## src/rtl/core/shape_pair_overlap_test_unit_defines.svh

```systemverilog
// Assertion macros for the shape pair overlap test unit.
`ifndef SHAPE_PAIR_OVERLAP_TEST_UNIT_DEFINES_SVH
`define SHAPE_PAIR_OVERLAP_TEST_UNIT_DEFINES_SVH
`ifndef SYNTH
`define SPO_ASSERT(label, clk, rst_n, prop) \
	label: assert property (@(posedge clk) disable iff (!rst_n) prop) \
		else $error("shape pair overlap assertion failed");
`define SPO_ASSERT_NEXT(label, clk, rst_n, ante, cons) \
	label: assert property (@(posedge clk) disable iff (!rst_n) ante |=> cons) \
		else $error("shape pair overlap assertion failed");
`else
`define SPO_ASSERT(label, clk, rst_n, prop)
`define SPO_ASSERT_NEXT(label, clk, rst_n, ante, cons)
`endif
`endif

```

## src/rtl/core/spo_pkg.sv

```systemverilog
// Shared shape codes and control types of the shape pair overlap test unit.
package spo_pkg;
	localparam logic [1:0] KIND_NONE    = 2'd0;
	localparam logic [1:0] KIND_CIRCLE  = 2'd1;
	localparam logic [1:0] KIND_RECT    = 2'd2;
	localparam logic [1:0] KIND_ELLIPSE = 2'd3;

	typedef struct packed {
		logic use_mul;
		logic pre_hit;
		logic strict;
	} spo_ctrl_t;
endpackage

```

## src/rtl/core/spo_geom.sv

```systemverilog
// Front stages: centre differences, pair decode and operands of the unit-circle compare.
module spo_geom #(
	parameter int CB = 16
) (
	input  logic                  clk,
	input  logic                  arst_n,
	input  logic                  in_vld,
	input  logic [1:0]            shape_a,
	input  logic signed [CB-1:0]  pos_a_x,
	input  logic signed [CB-1:0]  pos_a_y,
	input  logic [CB-1:0]         width_a,
	input  logic [CB-1:0]         height_a,
	input  logic [CB-2:0]         radius_a,
	input  logic [1:0]            shape_b,
	input  logic signed [CB-1:0]  pos_b_x,
	input  logic signed [CB-1:0]  pos_b_y,
	input  logic [CB-1:0]         width_b,
	input  logic [CB-1:0]         height_b,
	input  logic [CB-2:0]         radius_b,
	output logic                  vld_s2,
	output spo_pkg::spo_ctrl_t    ctrl_s2,
	output logic [CB+1:0]         px_s2,
	output logic [CB+1:0]         py_s2,
	output logic [CB+1:0]         sx_s2,
	output logic [CB+1:0]         sy_s2
);
	import spo_pkg::*;

	localparam int OW = CB + 2;

	localparam logic [2:0] PAIR_NONE = 3'd0;
	localparam logic [2:0] PAIR_CC   = 3'd1;
	localparam logic [2:0] PAIR_RR   = 3'd2;
	localparam logic [2:0] PAIR_EE   = 3'd3;
	localparam logic [2:0] PAIR_CR   = 3'd4;
	localparam logic [2:0] PAIR_CE   = 3'd5;
	localparam logic [2:0] PAIR_ER   = 3'd6;

	logic signed [CB:0] dx, dy;
	logic [CB:0]        adx, ady;
	logic [2:0]         pair;

	logic          vld_s1;
	logic [2:0]    pair_s1;
	logic [CB:0]   adx_s1, ady_s1;
	logic          dxnz_s1, dynz_s1;
	logic [CB-2:0] rc_s1;
	logic [CB-1:0] rsum_s1;
	logic [CB-1:0] rw_s1, rh_s1, ew_s1, eh_s1;
	logic [CB:0]   wsum_s1, hsum_s1;

	assign dx  = (CB+1)'(pos_a_x) - (CB+1)'(pos_b_x);
	assign dy  = (CB+1)'(pos_a_y) - (CB+1)'(pos_b_y);
	assign adx = dx[CB] ? (CB+1)'(-dx) : (CB+1)'(dx);
	assign ady = dy[CB] ? (CB+1)'(-dy) : (CB+1)'(dy);

	always_comb begin
		unique case ({shape_a, shape_b})
			{KIND_CIRCLE, KIND_CIRCLE}:   pair = PAIR_CC;
			{KIND_RECT, KIND_RECT}:       pair = PAIR_RR;
			{KIND_ELLIPSE, KIND_ELLIPSE}: pair = PAIR_EE;
			{KIND_CIRCLE, KIND_RECT},
			{KIND_RECT, KIND_CIRCLE}:     pair = PAIR_CR;
			{KIND_CIRCLE, KIND_ELLIPSE},
			{KIND_ELLIPSE, KIND_CIRCLE}:  pair = PAIR_CE;
			{KIND_ELLIPSE, KIND_RECT},
			{KIND_RECT, KIND_ELLIPSE}:    pair = PAIR_ER;
			default:                      pair = PAIR_NONE;
		endcase
	end

	always_ff @(posedge clk or negedge arst_n) begin
		if (!arst_n) begin
			vld_s1 <= 1'b0;
		end else begin
			vld_s1 <= in_vld;
		end
	end

	always_ff @(posedge clk) begin
		pair_s1 <= pair;
		adx_s1  <= adx;
		ady_s1  <= ady;
		dxnz_s1 <= (dx != '0);
		dynz_s1 <= (dy != '0);
		rc_s1   <= (shape_a == KIND_CIRCLE) ? radius_a : radius_b;
		rsum_s1 <= CB'(radius_a) + CB'(radius_b);
		rw_s1   <= (shape_a == KIND_RECT) ? width_a : width_b;
		rh_s1   <= (shape_a == KIND_RECT) ? height_a : height_b;
		ew_s1   <= (shape_a == KIND_ELLIPSE) ? width_a : width_b;
		eh_s1   <= (shape_a == KIND_ELLIPSE) ? height_a : height_b;
		wsum_s1 <= (CB+1)'(width_a) + (CB+1)'(width_b);
		hsum_s1 <= (CB+1)'(height_a) + (CB+1)'(height_b);
	end

	// Centres are compared at twice their value so that half sizes need no shift.
	logic [OW-1:0]      ad2x, ad2y, two_r;
	logic signed [OW:0] tx, ty;
	logic [OW-1:0]      atx, aty, ctx, cty;
	logic               inside_tall, inside_wide, rr_hit;
	spo_ctrl_t          ctrl;
	logic [OW-1:0]      px, py, sx, sy;

	assign ad2x  = {adx_s1, 1'b0};
	assign ad2y  = {ady_s1, 1'b0};
	assign two_r = OW'({rc_s1, 1'b0});
	assign tx    = $signed({1'b0, ad2x}) - $signed({3'b000, rw_s1});
	assign ty    = $signed({1'b0, ad2y}) - $signed({3'b000, rh_s1});
	assign atx   = tx[OW] ? OW'(-tx) : OW'(tx);
	assign aty   = ty[OW] ? OW'(-ty) : OW'(ty);
	assign ctx   = tx[OW] ? '0 : OW'(tx);
	assign cty   = ty[OW] ? '0 : OW'(ty);

	assign inside_tall = (ad2x < OW'(rw_s1)) && (ad2y < OW'(rh_s1) + two_r);
	assign inside_wide = (ad2x < OW'(rw_s1) + two_r) && (ad2y < OW'(rh_s1));
	assign rr_hit      = (ad2x < OW'(wsum_s1)) && (ad2y < OW'(hsum_s1));

	always_comb begin
		ctrl = '0;
		px   = ad2x;
		py   = ad2y;
		sx   = '0;
		sy   = '0;
		case (pair_s1)
			PAIR_CC: begin
				// Both sides are scaled by the squared radius sum, which keeps the strict test.
				ctrl.use_mul = 1'b1;
				ctrl.strict  = 1'b1;
				sx = OW'({rsum_s1, 1'b0});
				sy = OW'({rsum_s1, 1'b0});
			end
			PAIR_RR: begin
				ctrl.pre_hit = rr_hit;
			end
			PAIR_EE: begin
				ctrl.use_mul = 1'b1;
				sx = OW'(wsum_s1);
				sy = OW'(hsum_s1);
			end
			PAIR_CE: begin
				ctrl.use_mul = 1'b1;
				sx = OW'(ew_s1) + two_r;
				sy = OW'(eh_s1) + two_r;
			end
			PAIR_ER: begin
				ctrl.use_mul = 1'b1;
				px = ctx;
				py = cty;
				sx = OW'(ew_s1);
				sy = OW'(eh_s1);
			end
			PAIR_CR: begin
				// The corner test is skipped when the centres share an axis.
				ctrl.pre_hit = inside_tall || inside_wide;
				ctrl.use_mul = dxnz_s1 && dynz_s1;
				ctrl.strict  = 1'b1;
				px = atx;
				py = aty;
				sx = two_r;
				sy = two_r;
			end
			default: begin
				ctrl = '0;
			end
		endcase
	end

	always_ff @(posedge clk or negedge arst_n) begin
		if (!arst_n) begin
			vld_s2 <= 1'b0;
		end else begin
			vld_s2 <= vld_s1;
		end
	end

	always_ff @(posedge clk) begin
		ctrl_s2 <= ctrl;
		px_s2   <= px;
		py_s2   <= py;
		sx_s2   <= sx;
		sy_s2   <= sy;
	end
endmodule

```

## config.mk

```make
export PLATFORM = sky130hd
export DESIGN_NAME = spo_geom
export DESIGN_NICKNAME = d
export VERILOG_FILES = /design/src/rtl/core/shape_pair_overlap_test_unit_defines.svh /design/src/rtl/core/spo_pkg.sv /design/src/rtl/core/spo_geom.sv
export SDC_FILE = /design/constraint.sdc
export NUM_CORES = 1
export LEC_CHECK = 0
export BUFFER_PORTS_ARGS = -buffer_cell sky130_fd_sc_hd__buf_2
export CAP_MARGIN = 15
export CORE_MARGIN = 2
export CORE_UTILIZATION = 45
export DETAILED_ROUTE_END_ITERATION = 8
export PLACE_DENSITY = 0.64
export SETUP_SLACK_MARGIN = 0.5
export SYNTH_ARGS = -nofsm -noshare
export SYNTH_HDL_FRONTEND = slang
export SYNTH_SLANG_ARGS = --single-unit
```

## constraint.sdc

```tcl
create_clock -name clk -period 10.09 [get_ports clk]
set_input_delay 1.5135 -clock clk [delete_from_list [all_inputs] [get_ports clk]]
set_output_delay 1.5135 -clock clk [all_outputs]
set_load 0.05 [all_outputs]
```

==> key figures, run 1 <==
Run status
  – Status: completed

CTS
  – Post-CTS sizing: 0
  – Clock Latency Late Sink: 0.56 ns
  – CTS Hold Bufs: 0
  – CTS clk-pin slew, worst paths: 0.07 ns
  – Number of CTS-inserted buffers: 26
  – # Post-CTS Setup Buffers: 0
  – Max Buffers Root-to-Sink: 3
  – Root Driver: clkbuf_16
  – CTS tree: done
  – H-tree Lvls: 1
  – Clk sink count: 243

Drt
  – Final Routed Wirelength: 54.9 mm
  – DRC: 0
  – Post-detailed-route count of antenna-violating nets: 0
  – Initial DRC count: 1007
  – TritonRoute pass-1 iters: 7
  – Vias: 16600
  – DR WL/cell: 19.2 um
  – Vias per cell: 5.79

Logic synthesis
  – Largest family of logic cells by synthesized area: compound AO/OA/AOI/OAI gates
  – Main synth FF type: dfxtp_1
  – Complex-gate fraction of the synthesized area: 21.5%
  – Mean Syn Cell Area: 8.63 sq um
  – Yosys cell types: 93
  – Post-synthesis xor/xnor area fraction: 7.45%
  – Yosys warnings: 0
  – Synth top area share: 26.7%
  – Synthesized cell area: 18100 sq um
  – Register area share after synthesis: 27.0%
  – Leading area contributor after synthesis: dfxtp_1
  – Synth area leaders: dfxtp_1 27%, ha_1 17%, xnor2_1 4.7%, mux2_2 4.6%, a21oi_1 3.5%
  – Mapped Cells: 2095
  – Simple-gate area share of the yosys netlist: 16.6%
  – Mux cell area share after synthesis: 5.27%
  – Post-synth EDFFs: 0
  – Area share of fa/ha/maj cells after synthesis: 17.8%
  – Seq cells post-synth: 243
  – FFs w/ async S/R, synth: 0.823%

Global route
  – First-pass GRT wire length: 83.2 mm
  – Antenna violations before repair: 3
  – Vias in the first global route: 15600
  – Global route overflow: 0
  – Largest net degree at the start of global routing: 41
  – Met3 Track Usage GR: 3.27%
  – Gr busiest metal: met2
  – Met2 global-route usage: 43.1%
  – Met1 GRT Util: 33.2%
  – GRT Total Usage: 25.5%

Power
  – Gate power share: 49.1%
  – Clock share of power: 20.6%
  – Worst vdd rail ir drop: 0.000108 V
  – Switching Share: 44.3%
  – Cell area power density: 218 nW/um^2
  – Sequential share of power: 30.3%
  – Leakage power: 9.47 nW
  – Cell-internal power: 2.51 mW
  – Net Switching: 2.00 mW

Cells and area
  – Post-Route Utilization: 51.9%
  – Layout cell share with drive strength beyond 1: 17.4%
  – Area grow syn2layout: 14.1%
  – Nets: 2735

Critical path
  – Crit. End Element: register
  – CP max FO: 6
  – Startpoint Class: register
  – Critical path class: reg -> reg
  – Worst path required time: 10.60 ns
  – Crit path arrival time: 4.96 ns

Timing
  – Slew at the pin closest to its max-slew limit: 1.15 ns
  – Final Setup Violations: 0
  – Min Tclk post-route: 4.45 ns
  – Fmax: 0.225 GHz
  – Setup TNS Final: 0 ns
  – Max-slew violations: 0
  – Hold Vio Cnt, Final: 0
  – Final period utilization: 44.1%
  – RSZ-0062 raised after global routing: no
  – Clk_skew: 0.0247 ns
  – Slew margin rel.: 23.2%

Floorplan
  – Initial Util: 45.5%
  – Width of the die: 204 um
  – CORE AREA: 39700 sq um
  – IO Count: 241
  – Die Ht: 204 um
  – Die ar.: 41800 sq um
  – Core Rows: 73

Placement
  – GP Congestion: 0.912
  – Buffers added on ports: 238
  – HPWL after detailed placement: 43.9 mm

Worst hold path
  – Min-delay worst type: reg -> reg

Flow run
  – Max cap viols: 0
metal layers:
metal / vias up / wire (um)
li1: 8113 / -
met1: 7846 / 23900
met2: 503 / 25800
met3: 110 / 3150
met4: 2 / 2030
met5: - / 13
area by class of cell:
type                    instances  area (sq um)
diodes                          1          2.50
clock buffers                  36           718
clock inverters                10          92.6
fillers                      3807         19100
inverters                     159           597
multi-input cells            1640         12400
flip-flops and latches        243          4870
well taps                     525           657
repair buffers                250          1280
synth_stat cells (25+ instances only):
| master | n |
|---|---|
| dfxtp_1 | 241 |
| a21oi_1 | 127 |
| o21a_1 | 30 |
| nor3_1 | 69 |
| mux2_2 | 74 |
| a31oi_1 | 29 |
| nor2_1 | 137 |
| a21o_1 | 41 |
| nand2b_1 | 30 |
| clkbuf_1 | 44 |
| a22oi_1 | 25 |
| xnor2_1 | 97 |
| ha_1 | 239 |
| nand3_1 | 55 |
| nor2b_1 | 41 |
| inv_1 | 157 |
| nand2_1 | 110 |
| o21ai_0 | 100 |
| o211ai_1 | 29 |
| xor2_1 | 55 |
path summary, 6_finish.rpt:
| path | start | endpoint | slack [ns] | cells after the start |
|---|---|---|---|---|
| worst max register to register | rc_s1[0] | ctrl_s2[1] | 5.64 | 21 |
| worst max-delay path | rc_s1[0] | ctrl_s2[1] | 5.64 | 21 |
| max in group asynchronous | arst_n | vld_s2 | 9.26 | 1 |
| worst min register to register | vld_s1 | vld_s2 | 0.36 | 0 |
| min in group asynchronous | arst_n | vld_s1 | 0.73 | 1 |
| worst min-delay path | vld_s1 | vld_s2 | 0.36 | 0 |
critical path: stages (launching register included):
cell and delay [ns]:
dfxtp_1 0.46, ha_1 0.31, fa_1 0.40, a21o_1 0.17, a21oi_1 0.21, o21bai_1 0.12
a211o_1 0.30, a31oi_1 0.25, nor2b_1 0.07, o21ai_0 0.28, nand2b_1 0.11, xnor2_1 0.14
ha_1 0.29, a21o_1 0.18, a21o_1 0.17, a21o_1 0.17, a21oi_1 0.13, nor2b_1 0.06
o21ai_0 0.14, nand3b_1 0.09, a211oi_1 0.21, a211o_1 0.13
flip-flops by register name, indices dropped and copies added, names as in the netlist, 17 cells and up:
name and flops:
adx_s1 17, sx_s2 17, hsum_s1 17, py_s2 18, sy_s2 17, px_s2 18, ady_s1 17, wsum_s1 17
kinds of logic (layout without fill, tap and decap cells):
family / after synthesis / in the layout
xor gates and xnor gates: 153 / 153
AOI/OAI and AO/OA: 567 / 567
buffers and inverters: 213 / 455
DFF: 243 / 243
adders and majority gates: 250 / 250
and+or+nand+nor: 582 / 582
muxes: 86 / 86
other: 1 / 3
placed cells by master (no fill, tap or decap), types with 9 or more instances in the layout:
| cell type | instances |
|---|---|
| dfxtp_1 | 241 |
| ha_1 | 239 |
| buf_2 | 238 |
| inv_1 | 157 |
| nor2_1 | 137 |
| a21oi_1 | 127 |
| nand2_1 | 110 |
| o21ai_0 | 100 |
| xnor2_1 | 97 |
| mux2_2 | 74 |
| nor3_1 | 69 |
| nand3_1 | 55 |
| xor2_1 | 55 |
| a21o_1 | 41 |
| nor2b_1 | 39 |
| nand2b_1 | 30 |
| o21a_1 | 30 |
| o211ai_1 | 29 |
| a31oi_1 | 29 |
| clkbuf_16 | 26 |
| a22oi_1 | 25 |
| and2_1 | 22 |
| a221oi_1 | 21 |
| nor4_1 | 18 |
| or3_1 | 17 |
| a211oi_1 | 16 |
| and3_1 | 14 |
| o21bai_1 | 13 |
| o31ai_1 | 13 |
| or2_2 | 12 |
| mux2i_1 | 12 |
| buf_4 | 12 |
| nand4_1 | 11 |
| fa_1 | 11 |
| a2111oi_0 | 10 |
| or4_1 | 9 |
| a31o_2 | 9 |
| a211o_1 | 9 |
stage by stage:
| step | total power [mW] | hold slack (ns) | setup slack, ns | instance area [sq um] | instances |
|---|---|---|---|---|---|
| 6_report | 4.50 | 0.364 | 5.64 | 20600 | 2864 |
| 5_1_grt | 4.82 | 0.380 | 5.32 | 20600 | 2864 |
| 4_1_cts | 4.52 | 0.373 | 5.68 | 20600 | 2863 |
| 3_5_place_dp | 3.57 | 0.350 | 5.18 | 19800 | 2817 |
| 3_3_place_gp | 3.52 | 0.344 | 5.26 | 19800 | 2817 |
| 2_1_floorplan | 2.98 | 0.331 | 5.60 | 18100 | 2096 |
power by group through the flow:
| stage | registers (mW) | logic, mW | clock network [mW] |
|---|---|---|---|
| finish | 1.36 | 2.21 | 0.928 |
| global route | 1.38 | 2.45 | 0.988 |
| floorplan | 1.57 | 1.41 | 0 |
| CTS | 1.36 | 2.20 | 0.952 |
| global placement | 1.39 | 2.14 | 0 |
| detailed placement | 1.38 | 2.19 | 0 |
Note: power is estimated with default switching activity, not from simulation.
==> inputs of run 2 (changes only) <==
--- a/config.mk
+++ b/config.mk
@@ -10,7 +10,7 @@
 export CORE_MARGIN = 2
 export CORE_UTILIZATION = 45
 export DETAILED_ROUTE_END_ITERATION = 8
-export PLACE_DENSITY = 0.64
+export PLACE_DENSITY = 0.66
 export SETUP_SLACK_MARGIN = 0.5
 export SYNTH_ARGS = -nofsm -noshare
 export SYNTH_HDL_FRONTEND = slang
==> constraint.sdc (replaced) <==
create_clock -name clk -period 3.9 [get_ports clk]
set_input_delay 0.585 -clock clk [delete_from_list [all_inputs] [get_ports clk]]
set_output_delay 0.585 -clock clk [all_outputs]
set_load 0.05 [all_outputs]
==> key figures, run 2 (synthesis gave the netlist of run 1 again) <==
CTS
  – Root Driver: clkbuf_16 (unchanged)
  – CTS tree: done (unchanged)
  – Max Buffers Root-to-Sink: 3 (unchanged)
  – CTS clk-pin slew, worst paths: 0.07 ns (about the same)
  – H-tree Lvls: 1 (unchanged)
  – Clk sink count: 243 (unchanged)
  – Clock Latency Late Sink: 0.56 ns (about the same)
  – Number of CTS-inserted buffers: 27 (was 26)

Drt
  – Final Routed Wirelength: 58.1 mm (was 54.9 mm)
  – TritonRoute pass-1 iters: 5 (was 7)
  – Routed metal-1 wire length: 25.9 mm (was 23.9 mm)
  – Vias: 16800 (was 16600)
  – DR WL/cell: 19.9 um (was 19.2 um)
  – Vias per cell: 5.78 (was 5.79)
  – Post-detailed-route count of antenna-violating nets: 0 (unchanged)
  – DR top layer: met5 (unchanged)
  – DRC: 0 (unchanged)
  – Met3 wire len: 3.79 mm (was 3.15 mm)
  – Initial DRC count: 1140 (was 1007)
  – Met2 WL: 26.5 mm (was 25.8 mm)

Critical path
  – Startpoint Class: register (unchanged)
  – CP max FO: 4 (was 6)
  – Critical path class: reg -> reg (unchanged)
  – Crit path arrival time: 4.30 ns (was 4.96 ns)
  – Worst path required time: 4.41 ns (was 10.60 ns)
  – Crit. End Element: register (unchanged)

Power
  – Gate power share: 50.4% (was 49.1%)
  – Net Switching: 5.44 mW (was 2.00 mW)
  – Switching Share: 44.6% (was 44.3%)
  – Clock share of power: 20.6% (about the same)
  – Leakage power: 9.76 nW (was 9.47 nW)
  – Worst vdd rail ir drop: 0.000343 V (was 0.000108 V)
  – Total Power: 12.2 mW (was 4.50 mW)
  – Cell area power density: 572 nW/um^2 (was 218 nW/um^2)
  – Sequential share of power: 29.0% (was 30.3%)
  – Cell-internal power: 6.76 mW (was 2.51 mW)

Cells and area
  – Area grow syn2layout: 18.0% (was 14.1%)
  – Finished Cell Area: 21300 sq um (was 20600 sq um)
  – Biggest regs: px_s2 (18), py_s2 (18) (unchanged)
  – Layout cell share with drive strength beyond 1: 21.2% (was 17.4%)
  – Nets: 2785 (was 2735)
  – Multi-input gate area: 12700 sq um (was 12400 sq um)
  – Reg area: 4880 sq um (was 4870 sq um)
  – # fillers: 3696 (was 3807)
  – Final non-filler cell total: 2916 (was 2864)
  – Most frequent cells in the layout: 238 x buf_2, 236 x ha_1, 235 x dfxtp_1 (was 241 x dfxtp_1, 239 x ha_1, 238 x buf_2)
  – Commonest non-fill, non-tap cell in the layout: buf_2 (was dfxtp_1)

Timing
  – Final Setup Violations: 0 (unchanged)
  – Fmax: 0.264 GHz (was 0.225 GHz)
  – Final period utilization: 97.2% (was 44.1%)
  – RSZ-0062 raised after global routing: yes (was no)
  – Slew margin rel.: 21.9% (was 23.2%)
  – Clk_skew: 0.0163 ns (was 0.0247 ns)
  – Min Tclk post-route: 3.79 ns (was 4.45 ns)
  – Slew at the pin closest to its max-slew limit: 1.17 ns (was 1.15 ns)
  – Hold Vio Cnt, Final: 0 (unchanged)
  – Max-slew violations: 0 (unchanged)

Global route
  – Largest net degree at the start of global routing: 41 (unchanged)
  – First-pass GRT wire length: 86.9 mm (was 83.2 mm)
  – GRT Total Usage: 27.0% (was 25.5%)
  – Vias in the first global route: 15600 (about the same)
  – Global route overflow: 0 (unchanged)
  – Antenna violations before repair: 5 (was 3)

Floorplan
  – CORE AREA: 39700 sq um (unchanged)
  – Die Ht: 204 um (unchanged)
  – Width of the die: 204 um (unchanged)
  – Core Rows: 73 (unchanged)
  – Die ar.: 41800 sq um (unchanged)
  – Initial Util: 45.5% (unchanged)
  – IO Count: 241 (unchanged)

Placement
  – HPWL after detailed placement: 47.0 mm (was 43.9 mm)
  – Post-Place Cell Area: 20200 sq um (was 19800 sq um)
  – GP Congestion: 0.930 (was 0.912)
  – Buffers added on ports: 238 (unchanged)
  – Placed insts: 2855 (was 2817)

Flow run
  – Max cap viols: 0 (unchanged)

Worst hold path
  – Min-delay worst type: in -> reg (was reg -> reg)

Run status
  – Status: completed (unchanged)
[run 2: final timing paths]
path                           from    endpoint  slack [ns]  cells after the start
max                        rc_s1[0]  ctrl_s2[1]        0.11                     21
min                          in_vld      vld_s1        0.13                      1
max reg2reg                rc_s1[0]  ctrl_s2[1]        0.11                     21
min reg2reg                  vld_s1      vld_s2        0.35                      0
max in group asynchronous    arst_n      vld_s2        3.47                      2
min in group asynchronous    arst_n      vld_s1        0.33                      2
[run 2: power groups by stage]
| stage | logic [mW] | registers [mW] | clock network (mW) |
|---|---|---|---|
| 2_1_floorplan | 3.66 | 4.06 | 0 |
| 3_3_place_gp | 5.81 | 3.60 | 0 |
| 3_5_place_dp | 5.90 | 3.59 | 0 |
| 4_1_cts | 5.97 | 3.55 | 2.55 |
| 5_1_grt | 6.73 | 3.58 | 2.64 |
| 6_report | 6.15 | 3.54 | 2.51 |
[run 2: metal layers]
metal  up-vias  global-route usage (%)
met5         -                       0
li1       8226                       -
met1      8010                    36.6
met4         4                    8.39
met3       110                    4.54
met2       490                    43.8
[run 2: through the flow]
step                      worst slack, ns  hold slack (ns)  util [%]  TNS [ns]
final                               0.107            0.133      53.7         0
after global routing               -0.103            0.130      53.7    -0.103
after CTS                          0.0703            0.117      53.2         0
after detailed placement          -0.0900            0.340      50.8   -0.0900
after global placement            -0.0635            0.337      50.8   -0.0635
after floorplan                     0.227            0.289         -         0
[run 2: cell type report]
| class | count | area share [%] |
|---|---|---|
| diodes | 1 | 0.0117 |
| clock buffers | 35 | 3.49 |
| clock inverters | 14 | 0.592 |
| inverters | 159 | 2.80 |
| multi-input cells | 1640 | 59.3 |
| flip-flops and latches | 243 | 22.9 |
| well taps | 525 | 3.08 |
| repair buffers | 299 | 7.80 |
[run 2: what timing repair did]
action,4_1_cts,5_1_grt
endpoints found under the setup margin,4,12
endpoints found under the hold margin,2,0
pin swaps,16,18
gates resized for setup,10,35
buffers inserted,6,4
hold buffers,1,0
[run 2: critical path: stages, from the launching register on]
cell	delay, ns
dfxtp_4	0.38
ha_4	0.17
fa_2	0.34
a21o_1	0.18
a21oi_2	0.15
o21bai_1	0.10
a211o_1	0.27
a31oi_2	0.24
nor2b_1	0.09
o21ai_2	0.17
nand2b_1	0.09
xnor2_1	0.13
ha_1	0.29
a21o_1	0.16
a21o_1	0.15
a21o_1	0.16
a21oi_2	0.11
nor2b_1	0.05
o21ai_1	0.13
nand3b_1	0.11
a211oi_2	0.16
a211o_1	0.12
